[src/hw/rtl/mtb_pkg.sv]
// shared types and constants for the mertens table builder
// no dependencies; used by mtb_div and mertens_table_builder_unit
`default_nettype none

package mtb_pkg;

  // field widths of the request and result
  localparam int ARG_W = 17;
  localparam int VAL_W = 16;
  localparam int ST_W  = 2;

  // default number of table entries
  localparam int TABLE_DEPTH_DEF = 65536;

  // running sum holds up to 2^ARG_W terms of VAL_W bits
  localparam int ACC_W = VAL_W + ARG_W;

  // saturation bounds of a result value
  localparam int VAL_MAX = 32767;
  localparam int VAL_MIN = -32768;

  // result status codes
  typedef enum logic [ST_W-1:0] {
    ST_COMPUTED = 2'd0,
    ST_READ     = 2'd1,
    ST_ERROR    = 2'd2
  } status_t;

  // divider request and response
  typedef struct packed {
    logic             start;
    logic [ARG_W-1:0] dividend;
    logic [ARG_W-1:0] divisor;
  } div_req_t;

  typedef struct packed {
    logic             done;
    logic [ARG_W-1:0] quotient;
  } div_rsp_t;

endpackage

`default_nettype wire

[src/hw/rtl/mtb_div.sv]
// iterative unsigned divider, two quotient bits per cycle
// depends on mtb_pkg for widths and the request/response structs
`default_nettype none

module mtb_div (
  input  wire               clk,
  input  wire               rst_n,
  input  mtb_pkg::div_req_t req,
  output mtb_pkg::div_rsp_t rsp
);
  import mtb_pkg::*;

  localparam int PAD_W = 2 * ((ARG_W + 1) / 2);
  localparam int STEPS = PAD_W / 2;
  localparam int CNT_W = (STEPS > 1) ? $clog2(STEPS) : 1;

  logic             busy_r;
  logic             done_r;
  logic [CNT_W-1:0] cnt_r;
  logic [ARG_W-1:0] rem_r;
  logic [ARG_W-1:0] dsr_r;
  logic [PAD_W-1:0] dvd_r;

  logic [ARG_W:0]   sh0;
  logic [ARG_W:0]   sh1;
  logic             ge0;
  logic             ge1;
  logic [ARG_W-1:0] rem_mid;
  logic [ARG_W-1:0] rem_nxt;
  logic [PAD_W-1:0] dvd_mid;
  logic [PAD_W-1:0] dvd_nxt;

  // two restoring steps: shift in a dividend bit, subtract when it fits
  always_comb begin
    sh0     = {rem_r, dvd_r[PAD_W-1]};
    ge0     = (sh0 >= {1'b0, dsr_r});
    rem_mid = ge0 ? ARG_W'(sh0 - {1'b0, dsr_r}) : sh0[ARG_W-1:0];
    dvd_mid = {dvd_r[PAD_W-2:0], ge0};
    sh1     = {rem_mid, dvd_mid[PAD_W-1]};
    ge1     = (sh1 >= {1'b0, dsr_r});
    rem_nxt = ge1 ? ARG_W'(sh1 - {1'b0, dsr_r}) : sh1[ARG_W-1:0];
    dvd_nxt = {dvd_mid[PAD_W-2:0], ge1};
  end

  // control: busy while stepping, done pulse after the last step
  always_ff @(posedge clk) begin
    if (!rst_n) begin
      busy_r <= 1'b0;
      done_r <= 1'b0;
      cnt_r  <= '0;
    end else begin
      done_r <= 1'b0;
      if (req.start) begin
        busy_r <= 1'b1;
        cnt_r  <= '0;
      end else if (busy_r) begin
        cnt_r <= cnt_r + CNT_W'(1);
        if (cnt_r == CNT_W'(STEPS - 1)) begin
          busy_r <= 1'b0;
          done_r <= 1'b1;
        end
      end
    end
  end

  // datapath: the dividend register fills with quotient bits
  always_ff @(posedge clk) begin
    if (req.start) begin
      rem_r <= '0;
      dsr_r <= req.divisor;
      dvd_r <= PAD_W'(req.dividend);
    end else if (busy_r) begin
      rem_r <= rem_nxt;
      dvd_r <= dvd_nxt;
    end
  end

  assign rsp.done     = done_r;
  assign rsp.quotient = dvd_r[ARG_W-1:0];

`ifndef NO_ASSERTIONS
  // a new division never cuts into one in flight
  a_start_idle: assert property (@(posedge clk) disable iff (!rst_n)
    req.start |-> !busy_r)
    else $error("divider started while busy");

  // done only follows a running division
  a_done_after_busy: assert property (@(posedge clk) disable iff (!rst_n)
    done_r |-> $past(busy_r))
    else $error("divider done without a division");

  // a running division either keeps going or finishes
  a_busy_progress: assert property (@(posedge clk) disable iff (!rst_n)
    (busy_r && !req.start) |=> (busy_r || done_r))
    else $error("divider dropped busy without done");
`endif

endmodule

`default_nettype wire

[config.mk]
export PLATFORM = sky130hd
export DESIGN_NAME = mtb_div
export DESIGN_NICKNAME = d
export VERILOG_FILES = /design/src/hw/rtl/mtb_pkg.sv /design/src/hw/rtl/mtb_div.sv
export SDC_FILE = /design/constraint.sdc
export NUM_CORES = 1
export LEC_CHECK = 0
export BUFFER_PORTS_ARGS = -buffer_cell sky130_fd_sc_hd__buf_2
export CAP_MARGIN = 30
export CORE_UTILIZATION = 40
export CTS_CLUSTER_DIAMETER = 120
export DETAILED_ROUTE_END_ITERATION = 6
export PLACE_DENSITY = 0.56
export SLEW_MARGIN = 10
export SYNTH_ARGS = -nofsm -noshare
export SYNTH_HDL_FRONTEND = slang
export SYNTH_SLANG_ARGS = --single-unit
[constraint.sdc]
create_clock -name clk -period 10.1 [get_ports clk]
set_clock_uncertainty 0.05 [all_clocks]
set_input_delay 0 -clock clk [delete_from_list [all_inputs] [get_ports clk]]
set_output_delay 0 -clock clk [all_outputs]
set_load 0.05 [all_outputs]
# == After elaboration in Yosys (flattened, before gate mapping) ==
# Cells that the tools add are included.
# op_classes
add_sub_neg,3
magnitude_cmp,2
n_eq_ne,1
mux,8
bitwise_logic,2
n_reduce_logical,3
# ops
operator,n
$mux 17,4
$ge 18x17->1,2
$sub 17x17->17,2
$add 4x1->4 const B,1
$eq 4x4->1 const B,1
$mux 1,4
$reduce_or 3->1,1
$not 1->1,2
$reduce_bool 2->1,1
$reduce_or 2->1,1
# word_totals
register_bits,58
input_bits,37
output_inout_bits,18

# == Logic depth before layout (Yosys ltp) ==
# Gate-level depths: netlist of the first run.
# depth
word_depth,5
ltp_mapped,21
ltp_nobuf,19

# == Worst setup path before layout of the first run ==
# OpenSTA, ideal clock, no wires.
# synth_timing
path_kind,register to register
start,register dsr_r[0]
end,register rem_r[13]
arrival_ns,4.539
path_slack_ns,5.420
stages_incl_launch_ff,18
n_path_buf,1
period_less_slack_ns,4.680
cell_sequence,edfxtp_1 ha_1 inv_1 fa_1 a211oi_1 o21ai_1 a31oi_2 o211a_2 nor2_4 buf_2 mux2_2 ha_1 or4_1 o22ai_1 o41ai_1 a41o_1 or4_1 a311oi_1
# synth_via
elab_chain_len,4
# synth_rtl
element,line,source
"start, declared",mtb_div.sv:21,logic [ARG_W-1:0] dsr_r;
"start signal, assigned",mtb_div.sv:70,dsr_r <= req.divisor;
$sub 17x17->17 / $ge 18x17->1 (equally long branches),"mtb_div.sv:37, mtb_div.sv:36",
$mux 17,mtb_div.sv:37,"rem_mid = ge0 ? ARG_W'(sh0 - {1'b0, dsr_r}) : sh0[ARG_W-1:0];"
$sub 17x17->17 / $ge 18x17->1 (equally long branches),"mtb_div.sv:41, mtb_div.sv:40",
$mux 17 (*),mtb_div.sv:41,"rem_nxt = ge1 ? ARG_W'(sh1 - {1'b0, dsr_r}) : sh1[ARG_W-1:0];"
"end signal, assigned",mtb_div.sv:73,rem_r <= rem_nxt;
"end, declared",mtb_div.sv:20,logic [ARG_W-1:0] rem_r;
# Mark *: on every way between the ends. The rest lies on a longest branch, timed or not.
# A chain may end at the register's enable or synchronous reset.

# == Worst setup path after layout of the first run ==
# layout_timing
start,register dsr_r[0]
end,register rem_r[10]
# Same word-level chain as after synthesis.

==> flow_metrics.py, run 1 <==
metrics = {
    "global_routing": {
        "grt_pass1_vias": 3414,
        "grt_usage": 0.1933,
        "antenna_found_initial": 0,
        "grt_pass1_wl_mm": 16.71,
        "grt-ovfl-total": 0,
        "grt_max_degree": 55,
    },
    "setup_path": {
        "critPathMaxFanout": 13,
        "setup.worst_path.class": "flip-flop to flip-flop",
        "cp.arrival_ps": 6140,
        "startpoint_type": "flip-flop",
        "required_ps": 10270,
        "critPathCaptureType": "flip-flop",
    },
    "synthesis": {
        "syn_nets": 522,
        "synth_edf_count": 34,
        "ys_seq_area_frac": 0.3486,
        "synth.ff_latch_count": 58,
        "synthArstFlopShare": 0,
        "yosys_warnings": 0,
        "netlist_instances": 447,
        "ys.flop_type": "edfxtp_1",
        "syn-cell-area_um2": 4307,
        "syn_avg_cell_area_um2": 9.635,
        "synth.distinct_cells": 61,
    },
    "floorplan": {
        "chipWidth_um": 105.8,
        "io_pins": 55,
        "rows": 37,
        "start_util": 0.4153,
        "dieArea_um2": 11190,
        "die_y_um": 105.8,
        "placeableCoreArea_um2": 10370,
    },
    "power": {
        "powerDensity_nw_per_um2": 196.2,
        "clockPowerShare": 0.248,
        "p_switching_mw": 0.3915,
        "p_int_mw": 0.6201,
        "p_seq_frac": 0.289,
        "totalPowerFinal_mw": 1.012,
        "power_frac_comb": 0.462,
        "peakVddDrop_uv": 118.7,
        "leakage_nw": 2.216,
        "switching_share": 0.3870,
    },
    "timing": {
        "layout_min_cycle_time_ps": 5967,
        "rsz0062_at_grt": "false",
        "setup_ws_ps": 4133,
        "maxSlewViolCount": 0,
        "tightest_slew_ps": 797.5,
        "holdWs_ps": 227.6,
        "max_slew_margin": 0.4614,
        "period_share": 0.5908,
        "setup_violations": 0,
        "fmax_mhz": 167.6,
        "final.setup.tns_ps": 0,
        "timing.final.hold_violations": 0,
    },
    "cells_and_area": {
        "diodes": 0,
        "fin_cells": 662,
        "area_delta_synth_final_pct": 19.70,
        "final_net_count": 596,
        "final_core_util": 0.4971,
        "finalInstanceArea_um2": 5155,
        "layout-drive-gt1-share": 0.2205,
    },
    "cts": {
        "clock_path_buffers": 2,
        "cts-root-buf": "clkbuf_8",
        "cts_tree": "built",
        "cts.sink_count": 58,
        "cts.clk_slew.worst_paths_ps": 80,
        "clk_latency_ps": 380,
        "cts_buffers": 9,
        "htreeDepth": 3,
    },
    "route": {
        "drc_errors": 0,
        "first_pass_iters": 4,
        "final_antenna_net_count": 0,
        "vias": 3492,
        "finalWirelength_mm": 10.20,
        "drt-wirelength-per-cell_um": 15.41,
        "avgViaCountPerCell": 5.275,
        "drt_iter0_drc": 163,
    },
    "min_path": {
        "hp-class": "input pin to flip-flop",
    },
    "placed_design": {
        "dp_hpwl_mm": 7.308,
        "pre_cts_slack_ps": 4148,
        "post_dp_cell_area_um2": 4572,
        "port_buffers": 54,
        "dp.cells": 610,
        "place.gp.congestion": 0.8838,
    },
    "run": {
        "max_cap_viol_count": 0,
    },
    "status": {
        "status": "complete, no violations",
    },
}
cells by family (layout without fill, tap and decap cells):
family / count (synthesis) / in the layout / share of synthesized area
XOR/XNOR: 24 / 24 / 0.04881
AND/OR/NAND/NOR: 112 / 112 / 0.1270
buffers and inverters: 61 / 140 / 0.07292
AO/OA/AOI/OAI: 113 / 113 / 0.1862
adder cells (fa/ha/maj): 38 / 38 / 0.1139
flip-flops: 58 / 58 / 0.3486
multiplexers: 41 / 41 / 0.1026
repair_timing:
item	4_1_cts	5_1_grt
buffers inserted	0	0
gates resized for setup	0	0
endpoints found under the hold margin	40	0
hold buffers	35	0
critical path, cell delays in order, from the launching register on:
cell and delay [ps]:
edfxtp_1 370, ha_1 180, inv_1 60, fa_1 410, a211oi_1 350, o21ai_1 140, a31oi_2 350, o211a_2 330
or2_0 600, o21ai_1 240, fa_1 480, nand3_1 110, a21oi_1 100, o31ai_1 590, a21oi_1 200, a211oi_4 570
buf_4 370, mux2i_1 220, a211oi_1 90
placed cells by master (no fill, tap or decap), types with 3 or more instances in the layout:
cell           instances
nor2b_1                5
o21bai_1               4
a21o_1                 5
o21ai_0               18
xnor2_1               15
nand2_1               20
o211ai_1               5
nand4_1                6
o21ai_1                4
o31ai_1                5
o21a_1                 8
dlygate4sd3_1         35
nand3_1                4
dfxtp_1               24
buf_4                  3
xor2_1                 9
or2_2                  4
edfxtp_1              34
buf_2                 55
mux2i_1               16
nor3_1                14
a211oi_1              17
nor2_1                41
clkbuf_8              10
inv_1                 30
a21oi_1               22
o31a_1                 3
nand2b_1               4
a311oi_1               4
mux2_2                25
ha_1                  36
registers in the layout, indices dropped and copies added (netlist names):
signal and count:
busy_r 1, done_r 1, cnt_r 4, rem_r 17, dvd_r 18, dsr_r 17
final timing paths:
path | depth (start not counted) | slack, ps | end | start
min reg2reg | 2 | 460 | rem_r[5]$_SDFFE_PP0P_ | rem_r[5]$_SDFFE_PP0P_
max reg2reg | 18 | 4130 | rem_r[10]$_SDFFE_PP0P_ | dsr_r[0]$_DFFE_PP_
max | 18 | 4130 | rem_r[10]$_SDFFE_PP0P_ | dsr_r[0]$_DFFE_PP_
min | 3 | 230 | dvd_r[17]$_SDFFE_PP0P_ | req[34]
layer usage:
metal,vias to the layer above,track usage,part of all wire
met2,64,0.3221,0.48
met5,-,0,0
met3,14,0.05566,0.039
met1,1638,0.2385,0.46
met4,0,0.06448,0.014
li1,1776,-,-
area by class of cell:
| type | count | area [µm²] |
|---|---|---|
| timing repair buffer | 93 | 648.1 |
| fill | 971 | 5215 |
| multi-input combinational | 328 | 2491 |
| clock inverter | 6 | 90.09 |
| inverter | 31 | 116.4 |
| clock buffer | 10 | 137.6 |
| tap | 136 | 170.2 |
| sequential | 58 | 1501 |
power groups by stage:
| stage | logic (mW) | registers [mW] | clock network (mW) |
|---|---|---|---|
| after floorplan | 0.376 | 0.292 | 0 |
| after global placement | 0.446 | 0.297 | 0 |
| after detailed placement | 0.452 | 0.297 | 0 |
| after CTS | 0.464 | 0.293 | 0.260 |
| after global routing | 0.515 | 0.296 | 0.266 |
| final | 0.468 | 0.293 | 0.251 |
synth_stat cells (all sizes together), types with 3 or more instances:
cell,number,area [µm²]
o21ai,22,110.1
o21a,8,60.06
nor2b,5,31.28
nand3,5,30.03
ha,36,450.4
nor3,14,70.07
nand4,6,37.54
xnor2,15,131.4
a311oi,4,35.03
clkbuf,6,22.52
o31a,3,26.28
inv,31,116.4
mux2i,16,160.2
o211ai,5,37.54
nor2,42,165.2
or3,3,25.03
a21oi,22,110.1
edfxtp,34,1021
xor2,9,78.83
dfxtp,24,480.5
or2,5,31.28
nand2,20,75.07
o31ai,8,83.83
o21bai,4,30.03
a21o,6,46.30
a211oi,18,147.6
buf,24,175.2
nand2b,4,25.02
mux2,25,281.5
No activity file was read; power rests on OpenSTA's default activity.
==> inputs of run 2 (changes only) <==
- ABC_AREA: not set -> 1
- PLACE_DENSITY: 0.56 -> 0.55
- clock period: 10.1 -> 5.55 ns (I/O delays scaled with it)
==> flow_metrics.py, run 2 <==
metrics = {
    "timing": {
        "maxSlewViolCount": 0,
        "setup_violations": 0,
        "tightest_slew_ps": 814.6,
        "max_slew_margin": 0.4570,
        "final.setup.tns_ps": 0,
        "setup_ws_ps": 1109,
        "rsz0062_at_grt": "false",
        "period_share": 0.8001,
        "layout_min_cycle_time_ps": 4441,
        "timing.final.hold_violations": 0,
        "fmax_mhz": 225.2,
    },
    "synthesis": {
        "yosysMostFrequentCell": "nand2_1",
        "synth.distinct_cells": 40,
        "netlist_instances": 666,
        "ys_seq_area_frac": 0.3196,
        "synth_top_area_frac": 0.2173,
        "ys_top_cells_by_count": "nand2_1, inv_1, nand3_1",
        "ys.flop_type": "edfxtp_1",
        "synth.area.top_cells": "edfxtp_1, nand2_1, dfxtp_1",
        "synthArstFlopShare": 0,
        "synth_edf_count": 34,
        "syn_avg_cell_area_um2": 7.054,
        "synth.ff_latch_count": 58,
        "syn-cell-area_um2": 4698,
        "yosys_warnings": 0,
        "yosys.area.top_type": "edfxtp_1",
        "syn_nets": 741,
    },
    "cts": {
        "cts.sink_count": 58,
        "cts.repair.resized": 0,
        "cts_buffers": 9,
        "clk_latency_ps": 320,
        "clock_path_buffers": 2,
        "htreeDepth": 3,
        "cts.clk_slew.worst_paths_ps": 50,
        "cts_tree": "built",
        "cts-root-buf": "clkbuf_16",
    },
    "floorplan": {
        "die_y_um": 110.4,
        "start_util": 0.4115,
        "dieArea_um2": 12180,
        "chipWidth_um": 110.4,
        "io_pins": 55,
        "rows": 39,
        "placeableCoreArea_um2": 11420,
    },
    "global_routing": {
        "grt_use_met3": 0.03175,
        "grt_max_degree": 41,
        "grt-ovfl-total": 0,
        "use_met2": 0.3416,
        "busiest_layer": "met2",
        "grt_pass1_vias": 4133,
        "grt_usage": 0.2147,
        "grt_pass1_wl_mm": 19.89,
        "antenna_found_initial": 0,
        "grt_util_met1": 0.2985,
    },
    "cells_and_area": {
        "area_delta_synth_final_pct": 17.68,
        "fin_cells": 885,
        "final_common_cell": "nand2_1",
        "largestRegisters": "dvd_r (18), dsr_r (17), rem_r (17)",
        "final_cell_mix": "nand2_1, inv_1, buf_2, nand3_1, ha_1",
        "diodes": 0,
        "final_net_count": 812,
        "largest_reg_flops": 18,
        "regMostFlops": "dvd_r",
        "layout-drive-gt1-share": 0.1375,
        "fill_cells": 1202,
    },
    "placed_design": {
        "dp_hpwl_mm": 9.326,
        "dp.cells": 834,
        "pre_cts_slack_ps": 1055,
        "port_buffers": 54,
        "place.gp.congestion": 0.8817,
    },
    "min_path": {
        "hp-class": "input pin to flip-flop",
        "whs_endpoint": "dsr_r[14]$_DFFE_PP_",
        "holdPathStages": 1,
        "hold_start": "req[34]",
    },
    "setup_path": {
        "r2r_slack_ps": 1110,
        "reg2reg_to": "dvd_r[0]$_DFFE_PP_",
        "setup.worst_path.class": "flip-flop to flip-flop",
        "required_ps": 5550,
        "critPathMaxFanout": 29,
        "r2r_cells": 24,
        "startpoint_type": "flip-flop",
        "cp.arrival_ps": 4440,
        "critPathCaptureType": "flip-flop",
        "rr_startpoint": "dsr_r[0]$_DFFE_PP_",
    },
    "route": {
        "drc_errors": 0,
        "final_antenna_net_count": 0,
        "drt-wirelength-per-cell_um": 13.38,
        "drt_iter0_drc": 259,
        "avgViaCountPerCell": 4.773,
        "first_pass_iters": 4,
        "vias": 4224,
        "finalWirelength_mm": 11.84,
    },
    "power": {
        "clockPowerShare": 0.192,
        "leakage_nw": 2.975,
        "p_switching_mw": 1.146,
        "power_frac_comb": 0.578,
        "powerDensity_nw_per_um2": 447.1,
        "p_int_mw": 1.326,
        "peakVddDrop_uv": 233.9,
        "p_seq_frac": 0.230,
        "switching_share": 0.4637,
    },
    "status": {
        "status": "complete, no violations",
    },
    "run": {
        "max_cap_viol_count": 0,
    },
}
## run 2: cell types whose count changed after synthesis, sizes merged, moves of 11 or more
cell and change:
inv +70, o21ai +14, a21oi +11, a211oi -17, mux2i -16, nand3 +39
mux2 -25, nand2 +233, nor2 -19
## run 2: worst max-delay path, cell delays in order (launching register included)
cell	delay, ps
edfxtp_1	390
ha_1	160
inv_1	70
fa_1	440
nand2_1	110
nand3_2	90
nand2_1	100
nand2_2	90
nand2_2	90
nand2_2	350
inv_1	390
nand2_1	80
nand2_1	140
inv_1	70
ha_1	330
nand2_1	140
nor2_1	90
nand2_1	60
inv_1	50
a21boi_0	210
nand2_1	80
nand2_1	100
nand2_4	150
nor2_8	250
o21ai_1	80
## run 2: cell families after synthesis
| group | count (synthesis) | synth area share |
|---|---|---|
| buffers and inverters | 133 | 0.1321 |
| DFF | 58 | 0.3196 |
| xor gates and xnor gates | 19 | 0.03542 |
| AOI/OAI and AO/OA | 81 | 0.09880 |
| adders and majority gates | 38 | 0.1044 |
| and+or+nand+nor | 337 | 0.3097 |
## run 2: how the worst max path moves through the flow
| stage | cells after the start | endpoint | slack (ps) | from |
|---|---|---|---|---|
| after floorplan | 26 | dvd_r[0]$_DFFE_PP_ | 1980 | dvd_r[17]$_SDFFE_PP0P_ |
| after global placement | 26 | dvd_r[0]$_DFFE_PP_ | 1100 | dsr_r[0]$_DFFE_PP_ |
| after detailed placement | 24 | dvd_r[0]$_DFFE_PP_ | 1060 | dsr_r[0]$_DFFE_PP_ |
| after CTS | 24 | dvd_r[0]$_DFFE_PP_ | 1060 | dsr_r[0]$_DFFE_PP_ |
| after global routing | 26 | rem_r[13]$_SDFFE_PP0P_ | 670 | dsr_r[0]$_DFFE_PP_ |
| final | 24 | dvd_r[0]$_DFFE_PP_ | 1110 | dsr_r[0]$_DFFE_PP_ |
## run 2: metrics by stage
step | utilization | power [mW] | hold slack [ps] | area (µm²)
4_1_cts | 0.4842 | 2.477 | 295.6 | 5529
6_report | 0.4842 | 2.472 | 261.6 | 5529
5_1_grt | 0.4842 | 2.698 | 309.8 | 5529
3_5_place_dp | 0.4313 | 1.969 | 128.7 | 4925
2_1_floorplan | - | 1.733 | 48.87 | 4698
3_3_place_gp | 0.4306 | 1.971 | 126.3 | 4917
## run 2: layout make-up
type	instances	area [µm²]	share of cell area
clock buffers	11	232.7	0.04209
flip-flops and latches	58	1501	0.2716
inverters	102	382.9	0.06925
well taps	143	178.9	0.03236
clock inverters	5	21.27	0.003847
repair buffers	91	635.6	0.1150
multi-input cells	475	2576	0.4659
## run 2: power groups by stage
stage	clock, mW	combinational [mW]	sequential [mW]
2_1_floorplan	0	1.17	0.560
3_3_place_gp	0	1.40	0.574
3_5_place_dp	0	1.39	0.575
4_1_cts	0.485	1.42	0.568
5_1_grt	0.506	1.62	0.574
6_report	0.474	1.43	0.569
## run 2: repair_timing
| item | 4_1_cts | 5_1_grt |
|---|---|---|
| buffers inserted | 0 | 0 |
| endpoints found under the hold margin | 39 | 0 |
| hold buffers | 35 | 0 |
## run 2: metal layers
layer,wire (µm),part of all wire
met3,461,0.039
met4,150,0.013
met2,5253,0.44
met5,0,0
met1,5977,0.50
